**config.mk**
```make
export PLATFORM = sky130hd
export DESIGN_NAME = radar_presence_frame_monitor
export DESIGN_NICKNAME = d
export VERILOG_FILES = /design/src/sv/rpfm_pkg.sv /design/src/sv/radar_presence_frame_monitor.sv
export SDC_FILE = /design/constraint.sdc
export NUM_CORES = 1
export LEC_CHECK = 0
export ABC_CLOCK_PERIOD_IN_PS = 7500
export BUFFER_PORTS_ARGS = -buffer_cell sky130_fd_sc_hd__clkbuf_2
export CAP_MARGIN = 20
export CORE_MARGIN = 8
export CORE_UTILIZATION = 50
export CTS_CLUSTER_SIZE = 28
export DETAILED_ROUTE_END_ITERATION = 7
export PLACE_DENSITY_LB_ADDON = 0.2
export SYNTH_ARGS = -nofsm -noshare
export SYNTH_HDL_FRONTEND = slang
export SYNTH_SLANG_ARGS = --single-unit
```
**constraint.sdc**
```tcl
create_clock -name clk -period 7.5 [get_ports clk]
set_clock_uncertainty 0.1 [all_clocks]
set_input_delay 0.375 -clock clk [delete_from_list [all_inputs] [get_ports clk]]
set_output_delay 0.375 -clock clk [all_outputs]
set_load 0.005 [all_outputs]
```
**src/sv/rpfm_pkg.sv**
```systemverilog
`timescale 1ns / 1ps

package rpfm_pkg;

  // Frame layout and limits.
  localparam int unsigned FRAME_IDX_W = 7;
  localparam logic [FRAME_IDX_W-1:0] MAX_FRAME_LEN = 7'd64;
  localparam logic [FRAME_IDX_W-1:0] MIN_FRAME_LEN = 7'd6;
  localparam logic [FRAME_IDX_W-1:0] IDX_NONE      = 7'd0;
  localparam logic [FRAME_IDX_W-1:0] IDX_TYPE      = 7'd2;
  localparam logic [FRAME_IDX_W-1:0] IDX_DIST_HI   = 7'd3;
  localparam logic [FRAME_IDX_W-1:0] IDX_DIST_LO   = 7'd4;

  localparam logic [7:0] SYNC_BYTE   = 8'hAA;
  localparam logic [7:0] END_BYTE    = 8'h55;
  localparam logic [7:0] KIND_MICRO  = 8'h02;
  localparam logic [7:0] KIND_MOTION = 8'h01;
  localparam logic [7:0] KIND_EMPTY  = 8'h00;

  localparam logic [31:0] ABSENCE_DELAY_RESET = 32'd5000;

  localparam logic REQ_BYTE = 1'b0;
  localparam logic REQ_TICK = 1'b1;

  typedef enum logic [2:0] {
    ST_NONE       = 3'd0,
    ST_TOO_SHORT  = 3'd1,
    ST_PRESENCE   = 3'd2,
    ST_ABS_CONFIRM = 3'd3,
    ST_ABS_HELD   = 3'd4,
    ST_IGNORED    = 3'd5
  } status_t;

  typedef struct packed {
    logic       req_type;
    logic [7:0] rx_byte;
  } in_t;

  typedef struct packed {
    status_t     frame_status;
    logic [15:0] distance_cm;
    logic        presence;
    logic        frame_dropped;
  } out_t;

endpackage

```
**src/sv/radar_presence_frame_monitor.sv**
```systemverilog
`timescale 1ns / 1ps

// Channel | Dir | Handshake             | Word
// in      | in  | in_valid / in_ready   | in_t: req_type, rx_byte
// out     | out | out_valid / out_ready | out_t: frame_status, distance_cm, presence,
//         |     |                       |        frame_dropped
// cfg     | in  | cfg_valid / cfg_ready | 32-bit absence_delay_ms
//
// Every input word yields exactly one output word, held in the output register once it is accepted.
// The frame state is updated at the accepting edge and the result lands in the
// output register at the same edge, so one word per cycle is sustained while out_ready is high.
// in_ready stays high while the output register is empty or being drained; a
// stalled output stops intake for as long as out_ready stays low. rst is synchronous
// and clears all control state; absence_delay_ms returns to 5000. cfg is always ready.

module radar_presence_frame_monitor
  import rpfm_pkg::*;
(
  input  logic        clk,
  input  logic        rst,
  input  logic        in_valid,
  output logic        in_ready,
  input  in_t         in_data,
  output logic        out_valid,
  input  logic        out_ready,
  output out_t        out_data,
  input  logic        cfg_valid,
  output logic        cfg_ready,
  input  logic [31:0] cfg_data
);

  // Architectural state of the frame parser and presence tracker.
  logic [31:0]            absence_delay_ms;
  logic [7:0]             previous_byte;
  logic [FRAME_IDX_W-1:0] frame_index;
  logic [23:0]            captured_fields;
  logic [7:0]             prior_stored_byte;
  logic                   presence_flag;
  logic                   presence_reported;
  logic                   absence_reported;
  logic [31:0]            ms_since_presence;

  logic [7:0]             previous_byte_next;
  logic [FRAME_IDX_W-1:0] frame_index_next;
  logic [23:0]            captured_fields_next;
  logic [7:0]             prior_stored_byte_next;
  logic                   presence_flag_next;
  logic                   presence_reported_next;
  logic                   absence_reported_next;
  logic [31:0]            ms_since_presence_next;
  out_t                   result_next;

  logic                   in_accept;
  logic [FRAME_IDX_W-1:0] stored_len;
  logic                   frame_ends;
  logic [7:0]             kind;

  // The output register is the only buffer; a new word can enter whenever it
  // is empty or its word leaves at this edge.
  assign in_ready  = !out_valid || out_ready;
  assign in_accept = in_valid && in_ready;
  assign cfg_ready = 1'b1;

  always_comb begin
    previous_byte_next     = previous_byte;
    frame_index_next       = frame_index;
    captured_fields_next   = captured_fields;
    prior_stored_byte_next = prior_stored_byte;
    presence_flag_next     = presence_flag;
    presence_reported_next = presence_reported;
    absence_reported_next  = absence_reported;
    ms_since_presence_next = ms_since_presence;
    result_next            = '0;
    stored_len             = frame_index + 1'b1;
    frame_ends             = 1'b0;
    kind                   = KIND_EMPTY;

    if (in_data.req_type == REQ_TICK) begin
      // Millisecond tick: the elapsed counter saturates at all ones.
      if (ms_since_presence != '1) begin
        ms_since_presence_next = ms_since_presence + 32'd1;
      end
    end else begin
      previous_byte_next = in_data.rx_byte;
      if (in_data.rx_byte == SYNC_BYTE && previous_byte == SYNC_BYTE) begin
        // Two sync bytes in a row always reopen a frame.
        frame_index_next       = IDX_TYPE;
        captured_fields_next   = '0;
        prior_stored_byte_next = SYNC_BYTE;
      end else if (frame_index != IDX_NONE) begin
        if (frame_index < MAX_FRAME_LEN) begin
          frame_ends = (in_data.rx_byte == END_BYTE) && (prior_stored_byte == END_BYTE);
          case (frame_index)
            IDX_TYPE:    captured_fields_next[23:16] = in_data.rx_byte;
            IDX_DIST_HI: captured_fields_next[15:8]  = in_data.rx_byte;
            IDX_DIST_LO: captured_fields_next[7:0]   = in_data.rx_byte;
            default: ;
          endcase
          frame_index_next       = stored_len;
          prior_stored_byte_next = in_data.rx_byte;
        end else begin
          frame_index_next          = IDX_NONE;
          result_next.frame_dropped = 1'b1;
        end
      end

      // Judge a completed frame by its length and its type byte.
      if (frame_ends) begin
        frame_index_next = IDX_NONE;
        kind             = captured_fields_next[23:16];
        if (stored_len < MIN_FRAME_LEN) begin
          result_next.frame_status = ST_TOO_SHORT;
        end else if ((kind == KIND_MICRO || kind == KIND_MOTION) && !presence_reported) begin
          result_next.frame_status = ST_PRESENCE;
          result_next.distance_cm  = captured_fields_next[15:0];
          ms_since_presence_next   = '0;
          presence_reported_next   = 1'b1;
          presence_flag_next       = 1'b1;
          absence_reported_next    = 1'b0;
        end else if (kind == KIND_EMPTY && !absence_reported) begin
          if (ms_since_presence > absence_delay_ms) begin
            result_next.frame_status = ST_ABS_CONFIRM;
            presence_flag_next       = 1'b0;
            presence_reported_next   = 1'b0;
            absence_reported_next    = 1'b1;
          end else begin
            result_next.frame_status = ST_ABS_HELD;
          end
        end else begin
          result_next.frame_status = ST_IGNORED;
        end
      end
    end

    result_next.presence = presence_flag_next;
  end

  always_ff @(posedge clk) begin
    if (rst) begin
      absence_delay_ms  <= ABSENCE_DELAY_RESET;
      previous_byte     <= '0;
      frame_index       <= IDX_NONE;
      captured_fields   <= '0;
      prior_stored_byte <= '0;
      presence_flag     <= 1'b0;
      presence_reported <= 1'b0;
      absence_reported  <= 1'b0;
      ms_since_presence <= '0;
      out_valid         <= 1'b0;
    end else begin
      if (cfg_valid && cfg_ready) begin
        absence_delay_ms <= cfg_data;
      end
      if (in_accept) begin
        previous_byte     <= previous_byte_next;
        frame_index       <= frame_index_next;
        captured_fields   <= captured_fields_next;
        prior_stored_byte <= prior_stored_byte_next;
        presence_flag     <= presence_flag_next;
        presence_reported <= presence_reported_next;
        absence_reported  <= absence_reported_next;
        ms_since_presence <= ms_since_presence_next;
        out_valid         <= 1'b1;
      end else if (out_ready) begin
        out_valid <= 1'b0;
      end
    end
  end

  // The result word itself needs no reset; out_valid qualifies it.
  always_ff @(posedge clk) begin
    if (in_accept) begin
      out_data <= result_next;
    end
  end

  // An accepted word always produces a result in the next cycle.
  a_accept_gives_result: assert property (@(posedge clk) disable iff (rst)
    in_accept |=> out_valid)
    else $error("accepted word produced no result");

  // A presence report always shows the presence flag set.
  a_presence_flag: assert property (@(posedge clk) disable iff (rst)
    out_valid && out_data.frame_status == ST_PRESENCE |-> out_data.presence)
    else $error("presence reported without presence flag");

  // Confirmed absence always shows the presence flag cleared.
  a_absence_flag: assert property (@(posedge clk) disable iff (rst)
    out_valid && out_data.frame_status == ST_ABS_CONFIRM |-> !out_data.presence)
    else $error("absence confirmed with presence flag set");

  // A dropped frame never carries a frame verdict or a distance.
  a_drop_no_status: assert property (@(posedge clk) disable iff (rst)
    out_valid && out_data.frame_dropped |->
      out_data.frame_status == ST_NONE && out_data.distance_cm == 16'd0)
    else $error("dropped frame carried a verdict");

endmodule
```
==> impl_results.md <==
- Status: finished clean
- Synthesized area: 0.00669 sq mm
- Layout cell share with drive strength beyond 1: 0.129
- Top Ports: 70
- Synth async-reset ratio: 0
- Initial antenna violation count: 0
- Crit. End Element: flip-flop
- Layout area overhead: 15.1%
- Hold Vio Cnt, Final: 0
- Die W: 132 um
- Num CTS Buffers: 17
- VDD IR-drop max: 0.145 mV
- Unrepaired setup endpoints after global routing: false
- Worst-Margin Slew: 1.15 ns
- Post-synth EDFFs: 21
- Area share of the largest cell type after synthesis: 0.344
- Overall Power: 1.69 mW
- Data required time of the worst path: 7.75 ns
- Worst-path clk slew: 0.06 ns
- Top-count cell post-synth: dfxtp_1
- First-pass GRT wire length: 27,200 um
- DRT iter0 DRCs: 516
- Top cells by area, synth: dfxtp_1 34%, edfxtp_1 9.4%, ha_1 6.9%
- Hold Worst Slack: 0.0801 ns
- Die Y: 132 um
- Largest net degree at the start of global routing: 82
- Drc violations: 0
- Row cnt: 42
- Vias: 5,758
- DIE AREA: 0.0173 sq mm
- CP top delay family: simple AND/OR/NAND/NOR gates
- Yosys warnings: 0
- Post-route setup TNS: 0 ns
- Min Clock Period, post-route: 3.28 ns
- Final period utilization: 0.437
- Syn Area/Cell: 8.63 sq um
- Flops & latches, synth: 136
- Final net count: 906
- Final HPWL DP: 11,100 um
- Pwr Density: 220 mW/mm^2
- Antenna Cells: 0
- Critical path class: flip-flop to flip-flop
- Post-CTS setup buffer count: 0
- Yosys top cell by area: dfxtp_1
- GRT overflow: 0
- # Max-Cap Violations: 0
- Finished Layout Cells: 1,012
- Most common flop cell mapped by yosys: dfxtp_1
- Most common cell on crit path: ha_1
- CP arrival: 3.53 ns
- CP Launch Type: flip-flop
- Clock sinks: 136
- Avg WL per Cell: 16.1 um
- Routed Antenna Nets: 0
- Maximum clock insertion buffer count: 2
- Static leakage power: 3.12 nW
- Post-Route WL: 16,300 um
- Mapped Cells: 776
- Sequential cell area fraction in the yosys report: 0.438
- Worst stage delay on the critical path: 0.56 ns
- Port Buffers: 68
- Initial Util: 0.510
- Worst hold-check path type: input pin to flip-flop
- Critical path fanouts, max: 63
- Worst-Skew Late Latency: 0.42 ns
- TritonRoute pass-1 iters: 5
- Setup violation total in the final timing report: 0
- Vias in the first global route: 5,483
- Fillcell total: 1,174
- CTS Root Cell: clkbuf_16
- F_max: 0.305 GHz
- Util after Layout: 0.586
- WP buf/inv: 2
- Commonest cells post-synth: 115 x dfxtp_1, 88 x nand2_1, 84 x nor2_1
- Core area: 0.0131 sq mm
- Placed Cells: 979
- Total GRT Usage: 0.189
- Worst slew margin: 0.229
- Slowest CP cell: or4_1
- Final Max Slew Viols: 0
- Vias per cell: 5.69
- CTS tree: yes
- Crit-path cells: ha_1 > and3_1 > nand3_1 > inv_1 > ha_1 > o21ai_0 > a221oi_2 > nor3_1 > a21boi_2 > buf_4 > or4_1 > a21oi_1
- Cell variety after synth: 53
- Synth Net Count: 859
- Placer Congestion: 0.893
- Post-CTS Hold Buffers: 0
- # resized after CTS: 0
- CTS H-tree depth: 4
-- metal layers --
layer | part of all wire | global-route usage | up-vias
li1 | - | - | 2882
met1 | 0.48 | 0.253 | 2695
met2 | 0.45 | 0.285 | 168
met3 | 0.059 | 0.0545 | 13
met4 | 0.012 | 0.0619 | 0
met5 | 0 | 0 | -
-- cells by family after synthesis --
kind of cell             synth area share
AND/OR/NAND/NOR                     0.231
AO/OA/AOI/OAI                       0.153
flip-flops                          0.438
buffers and inverters              0.0520
adder cells (fa/ha/maj)            0.0692
multiplexers                       0.0523
XOR/XNOR                          0.00393
other                            0.000560
-- sequential cells by signal (all words and copies together) (netlist names), 7 cells and up --
signal / flops
frame_index: 7
prior_stored_byte: 8
ms_since_presence: 32
previous_byte: 8
absence_delay_ms: 32
out_data: 21
captured_fields: 24
-- final cells by class --
| type | count | area [sq um] | share of cell area |
|---|---|---|---|
| well taps | 176 | 220 | 0.0286 |
| clock inverters | 10 | 128 | 0.0166 |
| multi-input cells | 552 | 3410 | 0.443 |
| repair buffers | 72 | 390 | 0.0507 |
| inverters | 44 | 165 | 0.0214 |
| clock buffers | 22 | 454 | 0.0590 |
| flip-flops and latches | 136 | 2930 | 0.381 |
-- stage by stage --
stage | setup WS [ns] | instance area, sq um
floorplan | 4.78 | 6690
global placement | 4.36 | 7090
detailed placement | 4.22 | 7090
CTS | 4.16 | 7680
global route | 4.01 | 7700
finish | 4.22 | 7700
-- where the power goes --
group | switching (mW) | internal [mW]
registers | 0.00788 | 0.759
logic | 0.0642 | 0.0377
clock network | 0.299 | 0.527
-- cells in the final DEF (no fill, tap or decap), types with 6 or more instances in the layout --
master     netlist  final
and3_1          11     11
a22oi_1         27     27
and2_1           6      6
dfxtp_1        115    115
o21ai_0         37     37
nand4b_1         6      6
nor3_1           7      7
inv_1           44     44
nand4_1         17     17
edfxtp_1        21     21
a21oi_1         63     63
nand3_1         25     25
clkbuf_2         0     68
or3_1           22     22
mux2i_1         35     35
or4_1           12     12
clkbuf_16        0     17
and4_1           9      9
ha_1            37     37
nor2_1          84     84
nand2_1         88     88
o211ai_1        13     13
-- final timing paths --
path,start,end,slack (ns),cells after the start
setup / recovery,frame_index[0]$_SDFFE_PP0P_,ms_since_presence[21]$_SDFFE_PP0P_,4.22,12
hold / removal,cfg_data[9],absence_delay_ms[9]$_SDFFE_PP1P_,0.08,3
setup reg to reg,frame_index[0]$_SDFFE_PP0P_,ms_since_presence[21]$_SDFFE_PP0P_,4.22,12
hold reg to reg,previous_byte[6]$_SDFFE_PP0P_,previous_byte[6]$_SDFFE_PP0P_,0.35,2
-- tightest hold or removal path: cells and delay by family --
family / cells / cell delay (ns)
buffers and inverters: 1 / 0.07
AO/OA/AOI/OAI: 1 / 0.07
AND/OR/NAND/NOR: 1 / 0.04
Note: power is estimated with default switching activity, not from simulation.
